--- src/hw/rtl/statevector_controlled_gate_engine_assert.svh ---
// Assertion macros for the statevector controlled-gate engine.
// Expects clk and rst in the including scope; empty under SYNTHESIS.
`ifndef STATEVECTOR_CONTROLLED_GATE_ENGINE_ASSERT_SVH
`define STATEVECTOR_CONTROLLED_GATE_ENGINE_ASSERT_SVH
`ifndef SYNTHESIS
`define SVCE_ASSERT_IMP(lbl, ante, cons) \
  lbl: assert property (@(posedge clk) disable iff (rst) (ante) |-> (cons)) \
    else $error("svce assertion failed");
`define SVCE_ASSERT_NXT(lbl, ante, cons) \
  lbl: assert property (@(posedge clk) disable iff (rst) (ante) |=> (cons)) \
    else $error("svce assertion failed");
`else
`define SVCE_ASSERT_IMP(lbl, ante, cons)
`define SVCE_ASSERT_NXT(lbl, ante, cons)
`endif
`endif

--- src/hw/rtl/svce_pkg.sv ---
// Shared types, codes and arithmetic helpers of the statevector gate engine.
// No dependencies.
package svce_pkg;

  localparam int AMP_W   = 32;
  localparam int ADDR_W  = 10;
  localparam int QUBIT_W = 4;
  localparam int MASK_W  = 10;
  localparam int QCNT_W  = 5;
  localparam int ACC_W   = 35;
  localparam int DEF_MAX_QUBITS = 10;
  localparam logic [3:0] AQ_RESET = 4'd10;

  localparam logic [1:0] OP_WRITE = 2'd0;
  localparam logic [1:0] OP_READ  = 2'd1;
  localparam logic [1:0] OP_GATE  = 2'd2;

  localparam logic [2:0] G_CCX   = 3'd0;
  localparam logic [2:0] G_CCZ   = 3'd1;
  localparam logic [2:0] G_CSWAP = 3'd2;
  localparam logic [2:0] G_RCCX  = 3'd3;
  localparam logic [2:0] G_MCX   = 3'd4;
  localparam logic [2:0] G_MCP   = 3'd5;

  localparam logic [1:0] ST_OK       = 2'd0;
  localparam logic [1:0] ST_RANGE    = 2'd1;
  localparam logic [1:0] ST_DISTINCT = 2'd2;

  localparam logic [2:0] ACT_NONE  = 3'd0;
  localparam logic [2:0] ACT_SWAP  = 3'd1;
  localparam logic [2:0] ACT_NEG   = 3'd2;
  localparam logic [2:0] ACT_RCCX  = 3'd3;
  localparam logic [2:0] ACT_PHASE = 3'd4;

  localparam logic [1:0] RS_ADDR = 2'd0;
  localparam logic [1:0] RS_IDX  = 2'd1;
  localparam logic [1:0] RS_PAIR = 2'd2;

  localparam logic [2:0] MUL_LAST = 3'd4;

  typedef struct packed {
    logic       load;
    logic       mem_wr_item;
    logic       rd_en;
    logic [1:0] rd_sel;
    logic       cap0;
    logic       cap1;
    logic       clr_idx;
    logic       inc_idx;
    logic       mul_en;
    logic [2:0] mul_k;
    logic       wr_en;
    logic       wr_slot;
    logic       result_load;
  } svce_cmd_t;

  typedef struct packed {
    logic [1:0] op;
    logic       go_sweep;
    logic [2:0] act;
    logic       last;
  } svce_stat_t;

  function automatic logic signed [AMP_W-1:0] sat_acc(input logic signed [ACC_W-1:0] v);
    logic signed [ACC_W-1:0] hi;
    logic signed [ACC_W-1:0] lo;
    hi = {{(ACC_W-AMP_W+1){1'b0}}, {(AMP_W-1){1'b1}}};
    lo = {{(ACC_W-AMP_W+1){1'b1}}, {(AMP_W-1){1'b0}}};
    if (v > hi) sat_acc = {1'b0, {(AMP_W-1){1'b1}}};
    else if (v < lo) sat_acc = {1'b1, {(AMP_W-1){1'b0}}};
    else sat_acc = v[AMP_W-1:0];
  endfunction

  function automatic logic [AMP_W-1:0] neg_sat(input logic [AMP_W-1:0] v);
    if (v == {1'b1, {(AMP_W-1){1'b0}}}) neg_sat = {1'b0, {(AMP_W-1){1'b1}}};
    else neg_sat = -v;
  endfunction

endpackage

--- src/hw/rtl/svce_ctrl.sv ---
// Sequencer of the statevector gate engine: accepts words, steps the store sweep.
// Depends on svce_pkg.
module svce_ctrl import svce_pkg::*; (
  input  logic       clk,
  input  logic       rst,
  input  logic       req_valid,
  output logic       req_ready,
  output logic       rsp_valid,
  input  logic       rsp_ready,
  input  svce_stat_t stat,
  output svce_cmd_t  cmd
);

  localparam logic [3:0] S_IDLE   = 4'd0;
  localparam logic [3:0] S_DECODE = 4'd1;
  localparam logic [3:0] S_SCAN   = 4'd2;
  localparam logic [3:0] S_RDJ    = 4'd3;
  localparam logic [3:0] S_CAPJ   = 4'd4;
  localparam logic [3:0] S_MUL    = 4'd5;
  localparam logic [3:0] S_WRI    = 4'd6;
  localparam logic [3:0] S_WRJ    = 4'd7;
  localparam logic [3:0] S_DONE   = 4'd8;

  logic [3:0] state, state_next;
  logic [2:0] k, k_next;
  logic       outv, outv_next;
  logic       pair;

  assign pair      = (stat.act == ACT_SWAP) || (stat.act == ACT_RCCX);
  assign req_ready = (state == S_IDLE);
  assign rsp_valid = outv;

  always_comb begin
    cmd        = '0;
    state_next = state;
    k_next     = k;
    outv_next  = outv && !rsp_ready;
    cmd.mul_k  = k;
    unique case (state)
      S_IDLE: begin
        if (req_valid) begin
          cmd.load   = 1'b1;
          state_next = S_DECODE;
        end
      end
      S_DECODE: begin
        state_next = S_DONE;
        case (stat.op)
          OP_WRITE: cmd.mem_wr_item = 1'b1;
          OP_READ: begin
            cmd.rd_en  = 1'b1;
            cmd.rd_sel = RS_ADDR;
          end
          OP_GATE: begin
            if (stat.go_sweep) begin
              cmd.clr_idx = 1'b1;
              state_next  = S_SCAN;
            end
          end
          default: ;
        endcase
      end
      S_SCAN: begin
        cmd.rd_en  = 1'b1;
        cmd.rd_sel = RS_IDX;
        if (stat.act != ACT_NONE) state_next = S_RDJ;
        else if (stat.last) state_next = S_DONE;
        else cmd.inc_idx = 1'b1;
      end
      S_RDJ: begin
        cmd.cap0   = 1'b1;
        cmd.rd_en  = 1'b1;
        cmd.rd_sel = RS_PAIR;
        k_next     = '0;
        if (pair) state_next = S_CAPJ;
        else if (stat.act == ACT_PHASE) state_next = S_MUL;
        else state_next = S_WRI;
      end
      S_CAPJ: begin
        cmd.cap1   = 1'b1;
        state_next = S_WRI;
      end
      S_MUL: begin
        cmd.mul_en = 1'b1;
        k_next     = k + 3'd1;
        if (k == MUL_LAST) state_next = S_WRI;
      end
      S_WRI: begin
        cmd.wr_en = 1'b1;
        if (pair) state_next = S_WRJ;
        else if (stat.last) state_next = S_DONE;
        else begin
          cmd.inc_idx = 1'b1;
          state_next  = S_SCAN;
        end
      end
      S_WRJ: begin
        cmd.wr_en   = 1'b1;
        cmd.wr_slot = 1'b1;
        if (stat.last) state_next = S_DONE;
        else begin
          cmd.inc_idx = 1'b1;
          state_next  = S_SCAN;
        end
      end
      S_DONE: begin
        if (!outv || rsp_ready) begin
          cmd.result_load = 1'b1;
          outv_next       = 1'b1;
          state_next      = S_IDLE;
        end
      end
      default: state_next = S_IDLE;
    endcase
  end

  always_ff @(posedge clk) begin
    if (rst) begin
      state <= S_IDLE;
      k     <= '0;
      outv  <= 1'b0;
    end else begin
      state <= state_next;
      k     <= k_next;
      outv  <= outv_next;
    end
  end

endmodule

--- config.mk ---
export PLATFORM = sky130hd
export DESIGN_NAME = svce_ctrl
export DESIGN_NICKNAME = d
export VERILOG_FILES = /design/src/hw/rtl/statevector_controlled_gate_engine_assert.svh /design/src/hw/rtl/svce_pkg.sv /design/src/hw/rtl/svce_ctrl.sv
export SDC_FILE = /design/constraint.sdc
export NUM_CORES = 1
export LEC_CHECK = 0
export CAP_MARGIN = 20
export CORE_MARGIN = 2
export CORE_UTILIZATION = 50
export CTS_CLUSTER_SIZE = 16
export DETAILED_ROUTE_END_ITERATION = 16
export DONT_BUFFER_PORTS = 1
export GPL_ROUTABILITY_DRIVEN = 0
export PLACE_DENSITY_LB_ADDON = 0.08
export SYNTH_ARGS = -nofsm -noshare
export SYNTH_HDL_FRONTEND = slang
export SYNTH_SLANG_ARGS = --single-unit
export TNS_END_PERCENT = 50
--- constraint.sdc ---
create_clock -name clk -period 3.15 [get_ports clk]
set_input_delay 0.4725 -clock clk [delete_from_list [all_inputs] [get_ports clk]]
set_output_delay 0.4725 -clock clk [all_outputs]
set_load 0.02 [all_outputs]
* Yosys cells after proc, flatten, opt, wreduce, memory -nomap -nowiden
Cells that the tools add are included.
** Storage, ports and cells
- Output and inout bits :: 18
- Logic and storage cells :: 68
- Input bits :: 11
- Register bits after elaboration :: 8
** Operators by class
- Equal/unequal tests :: 18
- Muxes and demuxes :: 35
- Add/sub/neg operators :: 1
- Reductions and logical operators :: 11
** Operator list (number)
- $mux W4 :: 10
- $pmux W4 S9 :: 1
- $mux W1 :: 19
- $eq A4 B3 Y1 const B :: 4
- $pmux W3 S3 :: 1
- $eq A4 B2 Y1 const B :: 2
- $eq A3 B3 Y1 const B :: 2
- $ne A2 B2 Y1 const B :: 3
- $pmux W3 S2 :: 1
- $eq A4 B1 Y1 const B :: 1
- $eq A4 B4 Y1 const B :: 1
- $logic_not A4 Y1 :: 1
- $reduce_and A4 Y1 :: 1
- $add A3 B1 Y3 const B :: 1
- $eq A3 B1 Y1 const B :: 1
- $eq A3 B2 Y1 const B :: 1
- $mux W3 :: 1
- $ne A3 B3 Y1 const B :: 1
- $pmux W1 S3 :: 1
- $reduce_bool A3 Y1 :: 1
- $eq A2 B1 Y1 const B :: 1
- $eq A2 B2 Y1 const B :: 1
- $logic_not A1 Y1 :: 2
- $logic_not A2 Y1 :: 1
- other kinds (5) :: 6

* Longest topological paths before layout
- Depth after elaboration :: 4
- Depth in mapped cells :: 6
- Mapped depth without buffers :: 6

* Least setup slack after synthesis
No wires, ideal clock.
- Kind :: reg-to-output
- Start point :: register state[1]
- End point :: output port cmd[12] in the netlist's numbering
- Data required time :: 2.677 ns
- Path buffers :: 2
- Arrival time :: 1.916 ns
- Cell stages (with the launch flop) :: 4
- Path slack :: 0.762 ns
- Cell sequence :: dfxtp_1 > clkbuf_1 > nor4bb_1 > buf_4
** RTL lines
- start, declared :: RTL line svce_ctrl.sv:24 : logic [3:0] state, state_next;
- start signal, assigned :: RTL line svce_ctrl.sv:123 : state <= state_next;
- end, declared :: RTL line svce_ctrl.sv:11 : output svce_cmd_t cmd

==> flow_metrics.py <==
metrics = {
    "final_layout": {
        "drive_gt1_frac": 0.163,
        "num_antenna_cells": 0,
        "nets": 107,
        "syn2layout_area_growth_pct": 3.87,
        "fin_util": 0.560,
    },
    "synthesis": {
        "synth_fa_ha_area_frac": 0.0352,
        "ys_types": 37,
        "synth_edf_count": 0,
        "syn_area_sq_um": 711,
        "synth-compound-area-share": 0.215,
        "synth_fp_nets": 108,
        "syn_area_per_cell_sq_um": 7.48,
        "synth-xor-area-share": 0.0123,
        "muxShareOfSynthArea": 0,
        "synthFlopType": "dfxtp_1",
        "synthArstFlopShare": 0,
        "synth-simple-area-share": 0.405,
        "synth_top_family_by_area": "simple AND/OR/NAND/NOR gates",
        "synth-seq-cells": 8,
        "syn-instance-count": 95,
        "seq_area_frac_synth": 0.225,
        "yosysWarnings": 0,
    },
    "timing": {
        "setup_viol": 0,
        "fmax_mhz": 396,
        "timing.final.crit_period_ps": 2530,
        "finalHoldViolCount": 0,
        "setup_tns_ps": 0,
        "skew_ps": 1.68,
        "worstMarginPinSlew_ps": 620,
        "min_period_over_period": 0.802,
        "slew_headroom": 0.584,
        "rsz0062_at_grt": "no",
        "slew_viol_final": 0,
    },
    "global_route": {
        "first_global_vias": 630,
        "gr-total-overflow": 0,
        "antenna_found_initial": 0,
        "grt_usage": 0.191,
        "grt_max_degree": 21,
        "grt_pass1_wl_mm": 2.66,
    },
    "clocking": {
        "cts-resized-gates": 0,
        "clk_latency_ps": 250,
        "cts_setup_buffers": 0,
        "cts_buffers": 3,
        "root_buffer": "clkbuf_4",
        "clockBufferDepth": 2,
        "clkSinkCount": 8,
        "htreeDepth": 1,
        "clkSlewWorstSetupHoldPaths_ps": 50,
        "holdBufCountCts": 0,
        "cts_tree": "built",
    },
    "critical_path": {
        "slowest_delay_ps": 650,
        "crit_path_end_kind": "primary output",
        "worstPathArrival_ps": 2050,
        "worstPathRequired_ps": 2680,
        "crit_chain": "or4b_2 > nor3_1",
        "critPathLaunchType": "register",
        "critPathSlowestCell": "dfxtp_1",
        "path_class": "reg2out",
        "path_max_fanout": 20,
    },
    "drt": {
        "wl_per_cell_microns": 15.1,
        "drtIter0Drc": 14,
        "routed_wl_mm": 1.62,
        "num_vias": 683,
        "dr.pass1.iters": 4,
        "drc_errors": 0,
        "ant_nets": 0,
        "vias_per_cell": 6.38,
    },
    "die": {
        "ios": 29,
        "die_area_sq_um": 1740,
        "row_count": 13,
        "die_y_microns": 41.7,
        "coreArea_sq_um": 1320,
        "initial_utilization": 0.539,
        "die_w_microns": 41.7,
    },
    "placement": {
        "io_buffer_count": 0,
        "place_hpwl_mm": 1.19,
    },
    "power": {
        "p_leak_nw": 0.253,
        "power_w": 0.000236,
        "powerDensity_nw_per_um2": 319,
        "ir_drop_mv": 0.206,
    },
    "flow_run": {
        "drv_cap": 0,
    },
    "min_path": {
        "hp-class": "in2reg",
    },
    "status": {
        "status": "finished, final reports clean",
    },
}
registers in the layout (all words and copies together), names as in the netlist:
signal	count
rsp_valid	1
state	4
k	3
routing by layer:
layer | global-route usage | share of wire
met5 | 0 | 0
met4 | 0.0452 | 0.0087
met3 | 0.0652 | 0.092
met2 | 0.309 | 0.45
met1 | 0.243 | 0.45
critical path: cells and delay by family (launching register included):
kind	cells	cell delay (ps)
flip-flops	1	650
AND/OR/NAND/NOR	2	1160
cell families (layout without fill, tap and decap cells):
| family | after synthesis | count (layout) |
|---|---|---|
| AOI/OAI and AO/OA | 23 | 23 |
| xor gates and xnor gates | 1 | 1 |
| DFF | 8 | 8 |
| and+or+nand+nor | 44 | 44 |
| adders and majority gates | 2 | 2 |
| buffers and inverters | 17 | 14 |
final timing paths:
| kind | from | to | slack, ps | cells past startpoint |
|---|---|---|---|---|
| setup / recovery | state[0]$_SDFFE_PP0P_ | cmd[14] | 620 | 2 |
| hold / removal | rst | rsp_valid$_SDFF_PP0_ | 290 | 1 |
| setup reg to reg | state[1]$_SDFFE_PP0P_ | state[1]$_SDFFE_PP0P_ | 1060 | 4 |
| hold reg to reg | rsp_valid$_SDFF_PP0_ | rsp_valid$_SDFF_PP0_ | 570 | 2 |
placed cells by master (no fill, tap or decap):
cell type / netlist / layout
nand2_1: 9 / 9
a21oi_1: 8 / 8
dfxtp_1: 8 / 8
inv_1: 7 / 7
nor3_1: 6 / 6
nor2_1: 5 / 5
o21ai_0: 4 / 4
buf_4: 1 / 4
nand3b_1: 3 / 3
nor4_1: 3 / 3
clkbuf_4: 0 / 3
nor4b_1: 2 / 2
or4b_2: 2 / 2
and2_1: 2 / 2
a31oi_1: 2 / 2
a22oi_1: 2 / 2
nor2b_1: 2 / 2
a211oi_1: 2 / 2
o221ai_1: 2 / 2
ha_1: 2 / 2
and4bb_2: 1 / 1
nor4bb_2: 0 / 1
or4b_4: 1 / 1
and3b_1: 1 / 1
or3b_2: 1 / 1
nand4bb_1: 1 / 1
or4_4: 1 / 1
or4bb_1: 1 / 1
a21o_1: 1 / 1
nor3b_1: 1 / 1
a311oi_2: 1 / 1
nand4_1: 1 / 1
a32o_1: 1 / 1
xor2_1: 1 / 1
per-stage QoR:
step	setup WS [ps]	cell area [sq um]	cells	hold slack (ps)
global placement	914	716	104	543
CTS	625	738	107	278
detailed placement	894	716	104	543
floorplan	762	711	95	555
global route	535	738	107	268
finish	625	738	107	286
synth_stat cells (all sizes together) (2+ instances only):
cell type,instances,area [sq um]
a211oi,2,15.0
a21oi,8,40.0
a22oi,2,15.0
a31oi,2,12.5
and2,2,12.5
buf,4,27.5
clkbuf,6,22.5
dfxtp,8,160
ha,2,25.0
inv,7,26.3
nand2,9,33.8
nand3b,3,22.5
nor2,5,18.8
nor2b,2,12.5
nor3,6,30.0
nor4,3,18.8
nor4b,2,17.5
o21ai,4,20.0
o221ai,2,17.5
or4b,3,33.8
power breakdown:
group	total (W)	internal, W	switching (W)
combinational	0.0000460	0.0000207	0.0000253
clock	0.0000755	0.0000434	0.0000321
sequential	0.000114	0.000104	0.00000974
total	0.000236	0.000168	0.0000672
cell type report:
| type | instances | area, sq um |
|---|---|---|
| inverter | 7 | 26.3 |
| tap | 15 | 18.8 |
| timing repair buffer | 4 | 30.0 |
| sequential | 8 | 160 |
| multi-input combinational | 70 | 480 |
| clock buffer | 3 | 22.5 |
| fill | 130 | 579 |
Note: power is estimated with default switching activity, not from simulation.
